===== config.mk =====
export PLATFORM = sky130hd
export DESIGN_NAME = utf8_to_utf16_decoder_core
export DESIGN_NICKNAME = d
export VERILOG_FILES = /design/src/hw/rtl/u8dec_pkg.sv /design/src/hw/rtl/u8dec_step.sv /design/src/hw/rtl/u8dec_out.sv /design/src/hw/rtl/utf8_to_utf16_decoder_core.sv
export SDC_FILE = /design/constraint.sdc
export NUM_CORES = 1
export LEC_CHECK = 0
export BUFFER_PORTS_ARGS = -buffer_cell sky130_fd_sc_hd__clkbuf_2
export CORE_MARGIN = 8
export CORE_UTILIZATION = 49
export DETAILED_ROUTE_END_ITERATION = 8
export GPL_TIMING_DRIVEN = 0
export PLACE_DENSITY_LB_ADDON = 0.1
export SYNTH_ARGS = -nofsm -noshare
export SYNTH_HDL_FRONTEND = slang
export SYNTH_SLANG_ARGS = --single-unit

===== constraint.sdc =====
create_clock -name clk -period 2.9 [get_ports clk]
set_clock_uncertainty 0.2 [all_clocks]
set_input_delay 0 -clock clk [delete_from_list [all_inputs] [get_ports clk]]
set_output_delay 0 -clock clk [all_outputs]
set_load 0.05 [all_outputs]

===== src/hw/rtl/u8dec_pkg.sv =====
// shared types and constants for the utf-8 to 16-bit unit decoder
package u8dec_pkg;

  // decoder phase
  typedef enum logic [1:0] {
    PH_IDLE    = 2'd0,
    PH_COLLECT = 2'd1,
    PH_HALTED  = 2'd2
  } phase_t;

  // lead byte classes, compared on the masked top bits
  localparam logic [4:0] LEAD4_TAG = 5'b11110;
  localparam logic [3:0] LEAD3_TAG = 4'b1110;
  localparam logic [2:0] LEAD2_TAG = 3'b110;

  localparam int UNIT_W = 16;

  // one decoded result beat
  typedef struct packed {
    logic [UNIT_W-1:0] code_unit;
    logic              unit_valid;
    logic              final_result;
    logic              halted_flag;
  } result_t;

endpackage


===== src/hw/rtl/u8dec_step.sv =====
// decoder state and the per-byte update logic
module u8dec_step (
  input  logic                  clk,
  input  logic                  rst,
  input  logic                  advance,
  input  logic [7:0]            data_byte,
  input  logic                  stream_end,
  output logic                  produce,
  output u8dec_pkg::result_t    result
);

  u8dec_pkg::phase_t                 phase, phase_next;
  logic [1:0]                        pending, pending_next;
  logic [u8dec_pkg::UNIT_W-1:0]      partial, partial_next;

  logic                              is_lead4, is_lead3, is_lead2;
  logic [u8dec_pkg::UNIT_W-1:0]      shifted;
  logic [1:0]                        pend_dec;

  assign is_lead4 = (data_byte[7:3] == u8dec_pkg::LEAD4_TAG);
  assign is_lead3 = (data_byte[7:4] == u8dec_pkg::LEAD3_TAG);
  assign is_lead2 = (data_byte[7:5] == u8dec_pkg::LEAD2_TAG);
  assign shifted  = {partial[u8dec_pkg::UNIT_W-7:0], data_byte[5:0]};
  assign pend_dec = pending - 2'd1;

  // next state
  always_comb begin
    phase_next   = u8dec_pkg::PH_IDLE;
    pending_next = 2'd0;
    partial_next = '0;
    unique case (phase)
      u8dec_pkg::PH_HALTED: begin
        if (!stream_end) begin
          phase_next = u8dec_pkg::PH_HALTED;
        end
      end
      u8dec_pkg::PH_COLLECT: begin
        if (pend_dec != 2'd0 && !stream_end) begin
          phase_next   = u8dec_pkg::PH_COLLECT;
          pending_next = pend_dec;
          partial_next = shifted;
        end
      end
      default: begin
        if (!stream_end) begin
          if (is_lead4) begin
            phase_next = u8dec_pkg::PH_HALTED;
          end else if (is_lead3) begin
            phase_next   = u8dec_pkg::PH_COLLECT;
            pending_next = 2'd2;
            partial_next = {12'd0, data_byte[3:0]};
          end else if (is_lead2) begin
            phase_next   = u8dec_pkg::PH_COLLECT;
            pending_next = 2'd1;
            partial_next = {11'd0, data_byte[4:0]};
          end
        end
      end
    endcase
  end

  // result for this byte
  always_comb begin
    produce             = 1'b0;
    result.code_unit    = '0;
    result.unit_valid   = 1'b0;
    result.final_result = stream_end;
    result.halted_flag  = 1'b0;
    unique case (phase)
      u8dec_pkg::PH_HALTED: begin
        produce            = stream_end;
        result.halted_flag = 1'b1;
      end
      u8dec_pkg::PH_COLLECT: begin
        if (pend_dec == 2'd0) begin
          produce           = 1'b1;
          result.code_unit  = shifted;
          result.unit_valid = 1'b1;
        end else begin
          // cut off by the end of the stream
          produce           = stream_end;
          result.unit_valid = 1'b1;
        end
      end
      default: begin
        if (is_lead4) begin
          produce            = stream_end;
          result.halted_flag = 1'b1;
        end else if (is_lead3 || is_lead2) begin
          produce           = stream_end;
          result.unit_valid = 1'b1;
        end else begin
          // ascii or stray byte passes through raw
          produce           = 1'b1;
          result.code_unit  = {8'd0, data_byte};
          result.unit_valid = 1'b1;
        end
      end
    endcase
  end

  always_ff @(posedge clk) begin
    if (rst) begin
      phase   <= u8dec_pkg::PH_IDLE;
      pending <= 2'd0;
      partial <= '0;
    end else if (advance) begin
      phase   <= phase_next;
      pending <= pending_next;
      partial <= partial_next;
    end
  end

endmodule


===== src/hw/rtl/u8dec_out.sv =====
// result register on the output side
module u8dec_out (
  input  logic                  clk,
  input  logic                  rst,
  input  logic                  load,
  input  u8dec_pkg::result_t    load_data,
  input  logic                  take,
  output logic                  full,
  output u8dec_pkg::result_t    data
);

  logic full_next;

  always_comb begin
    priority if (load) begin
      full_next = 1'b1;
    end else if (take) begin
      full_next = 1'b0;
    end else begin
      full_next = full;
    end
  end

  always_ff @(posedge clk) begin
    if (rst) begin
      full <= 1'b0;
    end else begin
      full <= full_next;
    end
  end

  always_ff @(posedge clk) begin
    if (load) begin
      data <= load_data;
    end
  end

endmodule


===== src/hw/rtl/utf8_to_utf16_decoder_core.sv =====
// top level of the streaming utf-8 to 16-bit code unit decoder
//
//  channel   direction  beat contents
//  s_axis    in         one utf-8 byte, tlast on the last byte of the stream
//  m_axis    out        one 16-bit code unit with flags, tlast on the end result
//
//  one byte per cycle unless a held result stalls it; each byte goes from
//  input beat to result beat via the input register, then the result register
//  the input register feeds the decoder state update, which runs in the same
//  cycle as the byte leaves the input register
//  rst is synchronous and clears the decoder to idle and empties both registers
//  when m_tready is low the result register holds; bytes that give no result
//  still drain, and s_tready drops only when a held byte needs the full slot
module utf8_to_utf16_decoder_core (
  input  logic        clk,
  input  logic        rst,
  // s_axis
  input  logic        s_tvalid,
  output logic        s_tready,
  input  logic [7:0]  s_tdata,   // [7:0] data_byte
  input  logic        s_tlast,   // stream_end
  // m_axis
  output logic        m_tvalid,
  input  logic        m_tready,
  output logic [15:0] m_tdata,   // [15:0] code_unit
  output logic        m_tlast,   // final_result
  output logic [1:0]  m_tuser    // [0] unit_valid, [1] halted_flag
);

  // input register
  logic       in_full;
  logic [7:0] in_byte;
  logic       in_end;

  // step logic and result register
  logic                  produce;
  u8dec_pkg::result_t    step_result;
  u8dec_pkg::result_t    out_data;
  logic                  out_full;
  logic                  out_take;
  logic                  advance;
  logic                  s_fire;

  assign out_take = out_full && m_tready;
  // the byte moves on if it gives no result or the result slot will be free
  assign advance  = in_full && (!produce || !out_full || m_tready);
  assign s_tready = !in_full || advance;
  assign s_fire   = s_tvalid && s_tready;

  always_ff @(posedge clk) begin
    if (rst) begin
      in_full <= 1'b0;
    end else if (s_fire) begin
      in_full <= 1'b1;
    end else if (advance) begin
      in_full <= 1'b0;
    end
  end

  always_ff @(posedge clk) begin
    if (s_fire) begin
      in_byte <= s_tdata;
      in_end  <= s_tlast;
    end
  end

  u8dec_step u_step (
    .clk        (clk),
    .rst        (rst),
    .advance    (advance),
    .data_byte  (in_byte),
    .stream_end (in_end),
    .produce    (produce),
    .result     (step_result)
  );

  u8dec_out u_out (
    .clk       (clk),
    .rst       (rst),
    .load      (advance && produce),
    .load_data (step_result),
    .take      (out_take),
    .full      (out_full),
    .data      (out_data)
  );

  assign m_tvalid   = out_full;
  assign m_tdata    = out_data.code_unit;
  assign m_tlast    = out_data.final_result;
  assign m_tuser[0] = out_data.unit_valid;
  assign m_tuser[1] = out_data.halted_flag;

endmodule

==> results.json <==
{
  "worstMarginPinSlew_ps": 773,
  "cts_tree": "built",
  "grt_use_met1": 0.133,
  "diodes": 0,
  "crit_required_ps": 2630,
  "p_seq_frac": 0.574,
  "synth_area_um2": 1870,
  "yosys.area_share.simple": 0.163,
  "synth.avg_cell_area_um2": 12.5,
  "dpl.cell_count": 231,
  "design.core.area_um2": 3660,
  "dr.pass1.iters": 4,
  "synth-seq-cells": 44,
  "h-tree-depth": 2,
  "synth-main-ff-cell": "edfxtp_1",
  "gr-usage-met2": 0.225,
  "swShare": 0.259,
  "place_area_um2": 2100,
  "grt_usage": 0.129,
  "cts.sinks": 44,
  "rows": 22,
  "pwr-share-clk": 0.307,
  "slew_viol_final": 0,
  "finalPower_w": 0.00123,
  "period_share": 0.933,
  "slew_headroom": 0.483,
  "synth_area_leaders": "edfxtp_1 (45%), dfxtp_1 (17%), mux2i_1 (6.4%)",
  "final_antenna_net_count": 0,
  "drv_cap": 0,
  "grt_overflow": 0,
  "p_comb_frac": 0.119,
  "p_leak_nw": 0.932,
  "synth_top_area_share": 0.449,
  "initial_utilization": 0.511,
  "yosys_warnings": 0,
  "dieArea_um2": 6050,
  "io_pins": 34,
  "stdcell_count": 253,
  "ir_drop_uv": 340,
  "clkTransAtPathRegs_ps": 80,
  "die_h_um": 77.8,
  "wl_per_cell_um": 14.1,
  "reg2reg_depth": 8,
  "synth_mux_area_frac": 0.0702,
  "end_kind": "flip-flop",
  "holdCritStartpoint": "s_tdata[5]",
  "cts_buffers": 5,
  "synth_compound_area_frac": 0.0863,
  "area_growth_pct": 24.9,
  "synth_cells": 150,
  "startpoint_type": "flip-flop",
  "synth_edf_count": 28,
  "grt_use_met3": 0.0507,
  "synth_fp_nets": 166,
  "critPathKind": "reg2reg",
  "die_x_um": 77.8,
  "outcome": "complete, no violations",
  "hold_depth": 2,
  "synth_top_area_cell": "edfxtp_1",
  "synthArstFlopShare": 0,
  "synth_top_family_by_area": "simple AND/OR/NAND/NOR gates",
  "crit_fanout": 19,
  "finalSetupTns_ps": 0,
  "min_period_ps": 2710,
  "reg2reg_setup_slack_ps": 190,
  "p_int_w": 0.000914,
  "reg2reg_from": "u_step.phase[0]",
  "hold_viol": 0,
  "drcViolationCount": 0,
  "clk_latency_ps": 290,
  "critPathArrivalTime_ps": 2440,
  "final_core_util": 0.638,
  "fill_cells": 283,
  "globalplace.congestion": 0.840,
  "grt_pass1_vias": 1410,
  "hp-class": "in2reg",
  "finalWirelength_um": 3560,
  "antenna_found_initial": 0,
  "drt_iter0_drc": 76,
  "synth_xor_area_frac": 0,
  "fmax_mhz": 369,
  "drive_gt1_frac": 0.254,
  "stdcell_area_um2": 2340,
  "rsz0062_at_grt": "no",
  "place_hpwl_um": 2580,
  "grt_max_degree": 20,
  "clockBufferDepth": 2,
  "grt_pass1_wl_um": 6310,
  "num_vias": 1319,
  "r2r-end": "u_out.data[0]",
  "synth-seq-area-share": 0.621,
  "power_density_nw_per_um2": 528,
  "clock-root-buffer": "clkbuf_8",
  "nNetsFinal": 220,
  "grt_busiest_layer": "met2",
  "ys_types": 35,
  "viasPerCell": 5.21,
  "io_buffers": 33,
  "synth_fa_ha_area_frac": 0.0201,
  "setup_viol": 0,
  "hold_path_end": "in_byte[5]",
  "switchingPower_w": 0.000319
}
[timing repair]
item                                    CTS  global route
setup buffers                             0             0
hold buffers                             14             0
endpoints found under the setup margin   28             0
endpoints found under the hold margin    16             0
resized for setup                         2             0
[critical path, cell delays in order, from the launching register on]
cell and delay [ps]:
dfxtp_1 360, inv_1 60, ha_1 290, clkbuf_8 160, a211oi_1 280, a211o_2 230, o21ai_4 130, buf_12 180
nor2_4 450
[synthesized netlist by cell type (2+ instances only)]
cell	instances
a21oi_1	2
ha_1	3
inv_1	8
nor2_1	8
a31oi_1	3
dfxtp_1	16
clkbuf_1	3
nand2_1	16
mux2i_1	12
and2_1	13
o211ai_1	2
a22o_1	2
nand3_1	11
a211oi_1	3
edfxtp_1	28
[stage by stage]
stage,hold WS [ps],setup slack (ps)
after floorplan,-128,258
after global placement,-23.1,-32.3
after detailed placement,-21.3,-88.9
after CTS,210,179
after global routing,209,5.68
final,221,193
[power by group through the flow]
stage	clock [W]	sequential [W]	combinational, W
after detailed placement	0	0.000723	0.000132
after floorplan	0	0.000765	0.0000523
final	0.000378	0.000708	0.000147
after CTS	0.000386	0.000708	0.000148
after global placement	0	0.000722	0.000130
after global routing	0.000414	0.000711	0.000158
[state kept, by name, indices dropped and copies added, names as in the netlist]
name and flops:
u_out.full 1, in_end 1, u_step.pending 2, u_step.phase 2, in_full 1, u_step.partial 10
u_out.data 19, in_byte 8
[cell families after synthesis]
family                     Yosys count
AOI/OAI and AO/OA                   20
adders and majority gates            3
buffers and inverters               13
DFF                                 44
muxes                               13
and+or+nand+nor                     57
[cell usage in the layout, fill, tap and decap left out, drive strengths merged, types with 2 or more instances in the layout]
cell / Yosys / routed
a31oi: 3 / 3
nor2: 8 / 8
edfxtp: 28 / 28
ha: 3 / 3
dlygate4sd3: 0 / 14
a22o: 2 / 2
clkinvlp: 0 / 2
nand2: 16 / 16
mux2i: 12 / 12
a21oi: 2 / 2
a211oi: 3 / 3
o211ai: 2 / 2
inv: 8 / 8
nand3: 11 / 11
clkbuf: 4 / 42
and2: 13 / 13
dfxtp: 16 / 16
[cell type report]
class / count / area (um2) / share of cell area
Buffer: 5 / 45.0 / 0.0193
Clock buffer: 5 / 68.8 / 0.0295
Clock inverter: 3 / 23.8 / 0.0102
Inverter: 8 / 30.0 / 0.0129
Multi-Input combinational cell: 93 / 642 / 0.275
Sequential cell: 44 / 1160 / 0.497
Tap cell: 48 / 60.1 / 0.0257
Timing Repair Buffer: 47 / 305 / 0.131
[worst max-delay path by stage]
stage                               start  slack (ps)  depth (start not counted)              to
after global routing      u_step.phase[0]           6                          7      in_byte[0]
after CTS                 u_step.phase[0]         180                          8   u_out.data[1]
final                     u_step.phase[0]         190                          8   u_out.data[0]
after floorplan           u_step.phase[0]         260                          7      in_byte[0]
after global placement    u_step.phase[0]         -30                          8   u_out.data[5]
after detailed placement  u_step.phase[0]         -90                          8  u_out.data[16]
[routing by layer]
| metal | wire (um) | vias up |
|---|---|---|
| li1 | - | 649 |
| met1 | 1450 | 620 |
| met2 | 1810 | 44 |
| met3 | 255 | 6 |
| met4 | 41 | 0 |
| met5 | 0 | - |
(Power assumes the default switching activity.)
